--- src/sv/ptm_pkg.sv ---
// Shared types and constants of the phase timing monitor.
// No dependencies; imported by all ptm modules.
`default_nettype none
package ptm_pkg;

    typedef enum logic [1:0] {
        OP_BEGIN = 2'd0,
        OP_END   = 2'd1,
        OP_CLEAR = 2'd2,
        OP_READ  = 2'd3
    } t_op;

    typedef enum logic [0:0] {
        REG_LOOP_PERIOD = 1'd0,
        REG_AVG_SHIFT   = 1'd1
    } t_reg_idx;

    typedef enum logic [2:0] {
        ST_IDLE,
        ST_EXEC,
        ST_AVG,
        ST_JIT,
        ST_LOAD,
        ST_DIV,
        ST_OUT
    } t_back_state;

    // Classified request handed from front to back
    typedef struct packed {
        t_op         op;
        logic        ph_ok;
        logic [1:0]  phase;
        logic [31:0] now_us;
        logic [31:0] budget_us;
    } t_req;

    typedef struct packed {
        logic        valid;
        t_reg_idx    index;
        logic [15:0] data;
    } t_cfg_wr;

    localparam logic [9:0]  LOAD_FULL      = 10'd1000;
    localparam int          LOAD_Q_BITS    = 10;
    localparam logic [15:0] CNT_MAX        = 16'hFFFF;
    localparam logic [15:0] PERIOD_RESET   = 16'd1000;
    localparam logic [3:0]  SHIFT_RESET    = 4'd4;

endpackage
`default_nettype wire

--- src/sv/phase_timing_monitor_top.sv ---
// Top level of the phase timing monitor: front queue plus back sequencer.
// Depends on ptm_pkg, ptm_front, ptm_back.
//
//  channel | direction | handshake            | payload
//  in      | request   | i_in_valid/o_in_stall | op, phase, now_us, budget_us
//  out     | result    | o_out_valid/i_out_stall | statistics, load, all_ok
//  cfg     | write     | i_cfg_valid/o_cfg_ready | i_cfg_index, i_cfg_data
//
// A request steps through idle, exec, load and out (begin, clear, read), with avg and jit
// added for an end on a valid phase; unless load saturates, the one-bit-per-cycle load divider runs before out.
// A two-entry queue keeps accepting requests while the back end or output stalls, until it is full.
// Synchronous active-low reset; config registers return to 1000 us and shift 4.
`default_nettype none
module phase_timing_monitor_top #(
    parameter int PHASES        = 4,
    parameter int AVG_FRAC_BITS = 8
) (
    input  wire         i_clk,
    input  wire         i_rst_n,
    input  wire         i_in_valid,
    output logic        o_in_stall,
    input  wire [1:0]   i_op,
    input  wire [1:0]   i_phase,
    input  wire [31:0]  i_now_us,
    input  wire [31:0]  i_budget_us,
    output logic        o_out_valid,
    input  wire         i_out_stall,
    output logic [31:0] o_max_us,
    output logic [23:0] o_avg_us,
    output logic [31:0] o_max_jitter_us,
    output logic [15:0] o_miss_count,
    output logic        o_over_budget,
    output logic [15:0] o_sample_count,
    output logic [9:0]  o_load_permille,
    output logic        o_all_ok,
    input  wire         i_cfg_valid,
    output logic        o_cfg_ready,
    input  wire         i_cfg_index,
    input  wire [15:0]  i_cfg_data
);
    import ptm_pkg::*;

    logic    w_q_valid, w_q_pop;
    t_req    w_q_req;
    t_cfg_wr w_cfg;

    assign o_cfg_ready = 1'b1;
    always_comb begin
        w_cfg.valid = i_cfg_valid;
        w_cfg.index = t_reg_idx'(i_cfg_index);
        w_cfg.data  = i_cfg_data;
    end

    ptm_front #(.PHASES(PHASES)) u_front (
        .i_clk, .i_rst_n, .i_in_valid, .o_in_stall,
        .i_op, .i_phase, .i_now_us, .i_budget_us,
        .o_q_valid(w_q_valid), .o_q_req(w_q_req), .i_q_pop(w_q_pop)
    );

    ptm_back #(.PHASES(PHASES), .AVG_FRAC_BITS(AVG_FRAC_BITS)) u_back (
        .i_clk, .i_rst_n, .i_cfg(w_cfg),
        .i_q_valid(w_q_valid), .i_q_req(w_q_req), .o_q_pop(w_q_pop),
        .o_out_valid, .i_out_stall,
        .o_max_us, .o_avg_us, .o_max_jitter_us, .o_miss_count,
        .o_over_budget, .o_sample_count, .o_load_permille, .o_all_ok
    );

`ifndef SYNTHESIS
    a_load_cap: assert property (@(posedge i_clk) disable iff (!i_rst_n)
        o_out_valid |-> o_load_permille <= 10'd1000)
        else $error("load above 1000 permille");
    a_ok_flag: assert property (@(posedge i_clk) disable iff (!i_rst_n)
        (o_out_valid && o_over_budget) |-> !o_all_ok)
        else $error("all_ok set with phase over budget");
    a_miss_flag: assert property (@(posedge i_clk) disable iff (!i_rst_n)
        (o_out_valid && o_miss_count != 16'd0) |-> o_over_budget)
        else $error("misses counted without over-budget flag");
    a_pop_ok: assert property (@(posedge i_clk) disable iff (!i_rst_n)
        w_q_pop |-> w_q_valid)
        else $error("queue popped while empty");
`endif

endmodule
`default_nettype wire

--- src/sv/ptm_front.sv ---
// Front end: accepts requests, classifies op and phase, queues them.
// Depends on ptm_pkg.
`default_nettype none
module ptm_front #(
    parameter int PHASES = 4
) (
    input  wire               i_clk,
    input  wire               i_rst_n,
    input  wire               i_in_valid,
    output logic              o_in_stall,
    input  wire [1:0]         i_op,
    input  wire [1:0]         i_phase,
    input  wire [31:0]        i_now_us,
    input  wire [31:0]        i_budget_us,
    output logic              o_q_valid,
    output ptm_pkg::t_req     o_q_req,
    input  wire               i_q_pop
);
    import ptm_pkg::*;

    t_req       r_q [2];
    logic       r_wp, r_rp;
    logic [1:0] r_cnt;
    t_req       w_req;
    logic       w_push;

    always_comb begin
        w_req.op        = t_op'(i_op);
        w_req.ph_ok     = (32'(i_phase) < PHASES);
        w_req.phase     = i_phase;
        w_req.now_us    = i_now_us;
        w_req.budget_us = i_budget_us;
    end

    assign o_in_stall = (r_cnt == 2'd2);
    assign w_push     = i_in_valid && !o_in_stall;
    assign o_q_valid  = (r_cnt != 2'd0);
    assign o_q_req    = r_q[r_rp];

    always_ff @(posedge i_clk) begin
        if (!i_rst_n) begin
            r_wp  <= 1'b0;
            r_rp  <= 1'b0;
            r_cnt <= 2'd0;
        end else begin
            if (w_push) r_wp <= !r_wp;
            if (i_q_pop) r_rp <= !r_rp;
            r_cnt <= r_cnt + 2'(w_push) - 2'(i_q_pop);
        end
    end

    always_ff @(posedge i_clk) begin
        if (w_push) r_q[r_wp] <= w_req;
    end

endmodule
`default_nettype wire

--- src/sv/ptm_back.sv ---
// Back end: phase statistics, sequenced update, load divider, result register.
// Depends on ptm_pkg.
`default_nettype none
module ptm_back #(
    parameter int PHASES        = 4,
    parameter int AVG_FRAC_BITS = 8
) (
    input  wire               i_clk,
    input  wire               i_rst_n,
    input  ptm_pkg::t_cfg_wr  i_cfg,
    input  wire               i_q_valid,
    input  ptm_pkg::t_req     i_q_req,
    output logic              o_q_pop,
    output logic              o_out_valid,
    input  wire               i_out_stall,
    output logic [31:0]       o_max_us,
    output logic [23:0]       o_avg_us,
    output logic [31:0]       o_max_jitter_us,
    output logic [15:0]       o_miss_count,
    output logic              o_over_budget,
    output logic [15:0]       o_sample_count,
    output logic [9:0]        o_load_permille,
    output logic              o_all_ok
);
    import ptm_pkg::*;

    localparam int IW = (PHASES > 1) ? $clog2(PHASES) : 1;

    t_back_state r_state, n_state;

    logic [15:0] r_period;
    logic [3:0]  r_shift;

    logic [31:0] r_start [PHASES];
    logic [31:0] r_maxe  [PHASES];
    logic [31:0] r_avg   [PHASES];
    logic [31:0] r_jit   [PHASES];
    logic [15:0] r_miss  [PHASES];
    logic [PHASES-1:0] r_exc;
    logic [15:0] r_win;

    t_req        r_cur;
    logic [31:0] r_elap;
    logic [15:0] r_rem;
    logic [9:0]  r_quo;
    logic [3:0]  r_dcnt;
    logic [9:0]  r_load;

    logic [IW-1:0] w_idx;
    logic [31:0]   w_sample, w_avg_old, w_avg_new, w_avg_int, w_jit, w_last_int;
    logic signed [32:0] w_diff, w_step;
    logic [32:0]   w_sum;
    logic [16:0]   w_trial;
    logic          w_ge, w_out_load, w_end;

    assign w_idx = IW'(r_cur.phase);
    assign w_end = (r_cur.op == OP_END) && r_cur.ph_ok;

    // Exponential average: arithmetic shift of the signed difference
    always_comb begin
        w_avg_old = r_avg[w_idx];
        w_sample  = r_elap << AVG_FRAC_BITS;
        w_diff    = $signed({1'b0, w_sample}) - $signed({1'b0, w_avg_old});
        w_step    = w_diff >>> r_shift;
        w_sum     = 33'(w_avg_old) + 33'(w_step);
        w_avg_new = (w_avg_old == 32'd0) ? w_sample : w_sum[31:0];
        w_avg_int = r_avg[w_idx] >> AVG_FRAC_BITS;
        w_jit     = (r_elap > w_avg_int) ? (r_elap - w_avg_int) : (w_avg_int - r_elap);
        w_last_int = r_avg[PHASES-1] >> AVG_FRAC_BITS;
        w_trial   = {r_rem, r_quo[LOAD_Q_BITS-1]};
        w_ge      = (w_trial >= {1'b0, r_period});
    end

    // Next state
    always_comb begin
        n_state = r_state;
        unique case (r_state)
            ST_IDLE: if (i_q_valid) n_state = ST_EXEC;
            ST_EXEC: n_state = w_end ? ST_AVG : ST_LOAD;
            ST_AVG:  n_state = ST_JIT;
            ST_JIT:  n_state = ST_LOAD;
            ST_LOAD: n_state = (w_last_int >= 32'(r_period)) ? ST_OUT : ST_DIV;
            ST_DIV:  if (r_dcnt == 4'd0) n_state = ST_OUT;
            ST_OUT:  if (w_out_load) n_state = ST_IDLE;
            default: n_state = ST_IDLE;
        endcase
    end

    // Control outputs
    always_comb begin
        o_q_pop    = (r_state == ST_IDLE) && i_q_valid;
        w_out_load = (r_state == ST_OUT) && (!o_out_valid || !i_out_stall);
    end

    always_ff @(posedge i_clk) begin
        if (!i_rst_n) begin
            r_state     <= ST_IDLE;
            o_out_valid <= 1'b0;
            r_period    <= PERIOD_RESET;
            r_shift     <= SHIFT_RESET;
            r_exc       <= '0;
            r_win       <= '0;
            for (int i = 0; i < PHASES; i++) begin
                r_start[i] <= '0;
                r_maxe[i]  <= '0;
                r_avg[i]   <= '0;
                r_jit[i]   <= '0;
                r_miss[i]  <= '0;
            end
        end else begin
            r_state <= n_state;
            if (i_cfg.valid) begin
                unique case (i_cfg.index)
                    REG_LOOP_PERIOD: r_period <= i_cfg.data;
                    REG_AVG_SHIFT:   r_shift  <= i_cfg.data[3:0];
                    default: ;
                endcase
            end
            if (w_out_load) begin
                o_out_valid <= 1'b1;
            end else if (!i_out_stall) begin
                o_out_valid <= 1'b0;
            end
            if (r_state == ST_EXEC) begin
                if (r_cur.op == OP_BEGIN && r_cur.ph_ok) begin
                    r_start[w_idx] <= r_cur.now_us;
                end
                if (r_cur.op == OP_CLEAR) begin
                    r_exc <= '0;
                    r_win <= '0;
                    for (int i = 0; i < PHASES; i++) begin
                        r_start[i] <= '0;
                        r_maxe[i]  <= '0;
                        r_avg[i]   <= '0;
                        r_jit[i]   <= '0;
                        r_miss[i]  <= '0;
                    end
                end
            end
            if (r_state == ST_AVG) begin
                r_avg[w_idx] <= w_avg_new;
                if (r_elap > r_maxe[w_idx]) r_maxe[w_idx] <= r_elap;
                if (r_elap > r_cur.budget_us) begin
                    r_exc[w_idx] <= 1'b1;
                    if (r_miss[w_idx] != CNT_MAX) r_miss[w_idx] <= r_miss[w_idx] + 16'd1;
                end
                if (32'(r_cur.phase) == PHASES - 1 && r_win != CNT_MAX) begin
                    r_win <= r_win + 16'd1;
                end
            end
            if (r_state == ST_JIT && w_jit > r_jit[w_idx]) begin
                r_jit[w_idx] <= w_jit;
            end
        end
    end

    // Datapath registers without reset
    logic [25:0] w_num;
    assign w_num = 26'(w_last_int[15:0]) * 26'(LOAD_FULL);

    always_ff @(posedge i_clk) begin
        if (o_q_pop) r_cur <= i_q_req;
        if (r_state == ST_EXEC) r_elap <= r_cur.now_us - r_start[w_idx];
        if (r_state == ST_LOAD) begin
            // quotient fits 10 bits, so the top bits seed the remainder
            r_load <= LOAD_FULL;
            r_rem  <= w_num[25:LOAD_Q_BITS];
            r_quo  <= w_num[LOAD_Q_BITS-1:0];
            r_dcnt <= 4'(LOAD_Q_BITS - 1);
        end
        if (r_state == ST_DIV) begin
            r_rem  <= w_ge ? 16'(w_trial - {1'b0, r_period}) : w_trial[15:0];
            r_quo  <= {r_quo[LOAD_Q_BITS-2:0], w_ge};
            r_dcnt <= r_dcnt - 4'd1;
            if (r_dcnt == 4'd0) r_load <= {r_quo[LOAD_Q_BITS-2:0], w_ge};
        end
        if (w_out_load) begin
            o_max_us        <= r_cur.ph_ok ? r_maxe[w_idx] : 32'd0;
            o_avg_us        <= r_cur.ph_ok ? w_avg_int[23:0] : 24'd0;
            o_max_jitter_us <= r_cur.ph_ok ? r_jit[w_idx] : 32'd0;
            o_miss_count    <= r_cur.ph_ok ? r_miss[w_idx] : 16'd0;
            o_over_budget   <= r_cur.ph_ok && r_exc[w_idx];
            o_sample_count  <= r_win;
            o_load_permille <= r_load;
            o_all_ok        <= (r_exc == '0);
        end
    end

endmodule
`default_nettype wire
--- config.mk ---
export PLATFORM = sky130hd
export DESIGN_NAME = phase_timing_monitor_top
export DESIGN_NICKNAME = d
export VERILOG_FILES = /design/src/sv/ptm_pkg.sv /design/src/sv/phase_timing_monitor_top.sv /design/src/sv/ptm_front.sv /design/src/sv/ptm_back.sv
export SDC_FILE = /design/constraint.sdc
export NUM_CORES = 2
export LEC_CHECK = 0
export BUFFER_PORTS_ARGS = -buffer_cell sky130_fd_sc_hd__buf_2
export CAP_MARGIN = 5
export CORE_UTILIZATION = 63
export DETAILED_ROUTE_END_ITERATION = 8
export PLACE_DENSITY = 0.81
export SLEW_MARGIN = 20
export SYNTH_ARGS = -nofsm -noshare
export SYNTH_HDL_FRONTEND = slang
export SYNTH_SLANG_ARGS = --single-unit
export TNS_END_PERCENT = 100
--- constraint.sdc ---
create_clock -name i_clk -period 11.1 [get_ports i_clk]
set_input_delay 1.11 -clock i_clk [delete_from_list [all_inputs] [get_ports i_clk]]
set_output_delay 1.11 -clock i_clk [all_outputs]
set_load 0.01 [all_outputs]
==> impl_metrics.py <==
metrics = {
    "logic_synthesis": {
        "netlist_instances": 4452,
        "synth_cell_types": 72,
        "synth-seq-area-share_pct": 55.4,
        "synth_ff_type": "edfxtp_1",
        "syn-mean-instance-area_um2": 12.3,
        "synthArstFlopShare_pct": 0,
        "synth_edf_count": 974,
        "synth_area_um2": 54900,
        "syn-num-nets": 4899,
        "ys.warnings.count": 0,
        "ys_seq_elements": 1032,
    },
    "timing": {
        "period_share_pct": 81.1,
        "holdWs_ns": 0.433,
        "worstMarginPinSlew_ns": 1.03,
        "slew_viol_final": 0,
        "fin_skew_ns": 0.0620,
        "grt_setup_unrepaired": "false",
        "setup_viol": 0,
        "layout_min_cycle_time_ns": 9.00,
        "hold_viol_final": 0,
        "tns_ns": 0,
        "clock.fmax_mhz": 111,
        "slew_headroom_pct": 31.1,
    },
    "clocking": {
        "cts.repair.resized": 0,
        "cts_sinks": 1032,
        "cts-root-buf": "clkbuf_16",
        "clock_latency_ns": 0.72,
        "clk_pin_slew_ns": 0.06,
        "postCtsHoldBufs": 0,
        "cts_tree": "yes",
        "post_cts_buffers": 0,
        "cts.path.max_buffers": 3,
        "htreeDepth": 3,
        "numCtsBuffers": 106,
    },
    "global_routing": {
        "grt_pass1_wl_um": 218000,
        "grt_pass1_vias": 37200,
        "grt_max_degree": 110,
        "gr-usage-all-layers_pct": 32.3,
        "antenna_found_initial": 6,
        "grt_overflow_total": 0,
    },
    "worst_setup_path": {
        "cp-start-kind": "register",
        "crit_path_max_fanout": 97,
        "required_ns": 11.46,
        "crit_arrival_ns": 9.37,
        "critPathCaptureType": "register",
        "critPathKind": "register to register",
    },
    "drt": {
        "via_per_inst": 6.40,
        "wl_um": 144000,
        "ant_nets": 0,
        "first_iter_violations": 4167,
        "routedWlPerCell_um": 24.4,
        "dr.pass1.iters": 6,
        "dr_total_vias": 37600,
        "route.detailed.drc": 0,
    },
    "placement": {
        "io_buffers": 223,
        "place.detailed.hpwl_um": 100000,
        "place_congestion": 1.02,
    },
    "die": {
        "die-area_um2": 88400,
        "start_util_pct": 64.0,
        "pin_count": 225,
        "fp-row-count": 107,
        "die_x_um": 297,
        "die_height_um": 297,
        "core_um2": 85800,
    },
    "finish": {
        "fillers": 5739,
        "final_nets": 5085,
        "layout-drive-gt1-share_pct": 15.3,
        "area_delta_synth_final_pct": 10.8,
    },
    "worst_hold_path": {
        "hp-class": "register to register",
    },
    "flow_run": {
        "maxCapViolations": 0,
    },
    "run_status": {
        "outcome": "completed",
    },
}
[final timing paths]
path	startpoint	endpoint	slack, ns	cells after the start
max reg2reg	u_back.w_idx[0]	u_back.r_jit[0][13]	2.10	27
min	u_back.r_load[1]	u_back.o_load_permille[1]	0.43	0
max	u_back.w_idx[0]	u_back.r_jit[0][13]	2.10	27
min reg2reg	u_back.r_load[1]	u_back.o_load_permille[1]	0.43	0
[sequential cells by signal, summed over array words and instances (netlist names), 64 cells and up]
| name | count |
|---|---|
| u_back.r_maxe | 128 |
| u_back.r_cur | 66 |
| u_back.r_miss | 64 |
| u_back.r_start | 128 |
| u_back.r_avg | 128 |
| u_back.r_jit | 128 |
| u_front.r_q | 136 |
[routing by layer]
layer	wire length (µm)	track usage, %	vias to the layer above
met5	13	0	-
met4	6590	13.9	2
met3	12400	4.73	370
met1	55400	42.8	18500
met2	69200	53.4	2000
li1	-	-	16800
[placed cells by master (no fill, tap or decap), types with 49 or more instances in the layout]
cell       netlist  routed
ha_1           298     298
mux4_2         153     153
and2_1         138     136
xnor2_1        112     112
a21o_1          82      82
buf_4            2      57
mux2i_1         98      98
buf_2           10     223
nor3_1         168     166
mux2_2          83      83
dfxtp_1         58      56
edfxtp_1       974     974
fa_1            59      59
nand2_1        239     237
nor2_1         481     476
xor2_1          49      49
inv_1          310     310
a21oi_1        223     222
nand3_1         57      56
o21ai_0        159     150
clkbuf_16        0     109
[synthesized netlist by cell type (11+ instances only)]
library cell / instances / area [µm²]
dfxtp_1: 58 / 1160
edfxtp_1: 974 / 29200
nor2b_1: 45 / 282
nor4_1: 19 / 119
ha_1: 298 / 3730
nand3_1: 57 / 285
o211ai_1: 28 / 210
xor2_1: 49 / 429
nand2b_1: 30 / 188
nor2_1: 481 / 1810
mux4_2: 153 / 3450
o21bai_1: 33 / 248
mux2_2: 83 / 935
mux2i_1: 98 / 981
nand4_1: 46 / 288
a21o_1: 82 / 616
clkbuf_1: 167 / 627
buf_1: 25 / 93.8
o21a_1: 44 / 330
or3_1: 20 / 125
inv_1: 310 / 1160
a211oi_1: 30 / 225
xnor2_1: 112 / 981
a21oi_1: 223 / 1120
a21boi_0: 24 / 180
fa_1: 59 / 1180
o21ai_0: 159 / 796
a2111oi_0: 11 / 96.3
nand2_1: 239 / 897
and3_1: 29 / 181
and2_1: 138 / 863
nor3_1: 168 / 841
a31oi_1: 21 / 131
[area by class of cell]
cell class | count | area (µm²) | share of cell area, %
antenna | 1 | 2.50 | 0.00411
clock buffer | 135 | 2850 | 4.67
clock inverter | 64 | 703 | 1.15
inverter | 312 | 1170 | 1.92
multi-input combinational | 2904 | 22700 | 37.3
sequential | 1032 | 30400 | 50.0
tap | 1144 | 1430 | 2.35
timing repair buffer | 282 | 1580 | 2.60
[worst max-delay path: stages, from the launching register on]
cell,delay (ns)
edfxtp_1,0.39
buf_12,0.63
mux4_2,0.70
inv_1,0.09
ha_1,0.42
a21oi_1,0.24
o21ai_0,0.17
nor2b_1,0.18
nor3_1,0.56
o21ai_0,0.27
a21oi_1,0.69
buf_4,0.30
mux2i_1,0.41
a31oi_1,0.16
xnor2_1,0.39
inv_1,0.08
ha_1,0.30
nand4_1,0.12
nor2_1,0.17
and3_1,0.23
nand4_1,0.17
o21ai_0,0.21
a21oi_1,0.06
a41o_1,0.28
nand2_1,0.47
buf_4,0.38
nand2_1,0.10
buf_4,0.33
[metrics by stage]
| stage | util, % | worst slack [ns] | instances | cell area (µm²) |
|---|---|---|---|---|
| after global placement | 66.8 | 2.35 | 5674 | 57300 |
| after global routing | 70.9 | 1.47 | 5873 | 60900 |
| after CTS | 70.9 | 2.11 | 5873 | 60900 |
| after floorplan | - | 2.18 | 4452 | 54900 |
| after detailed placement | 66.8 | 2.22 | 5674 | 57300 |
| final | 70.9 | 2.10 | 5874 | 60900 |
[cell families after synthesis]
logic type      count (synthesis)  synth area share, %
flops                        1032                 55.4
simple gates                 1307                 11.2
compound gates                744                 8.58
mux                           334                 9.76
xor+xnor                      161                 2.57
other cells                     1              0.00683
fa+ha+maj                     357                 8.94
buf+inv                       516                 3.56
Power is not shown: default switching activity piles up to over one toggle a cycle in this logic, so the estimate is an artifact.
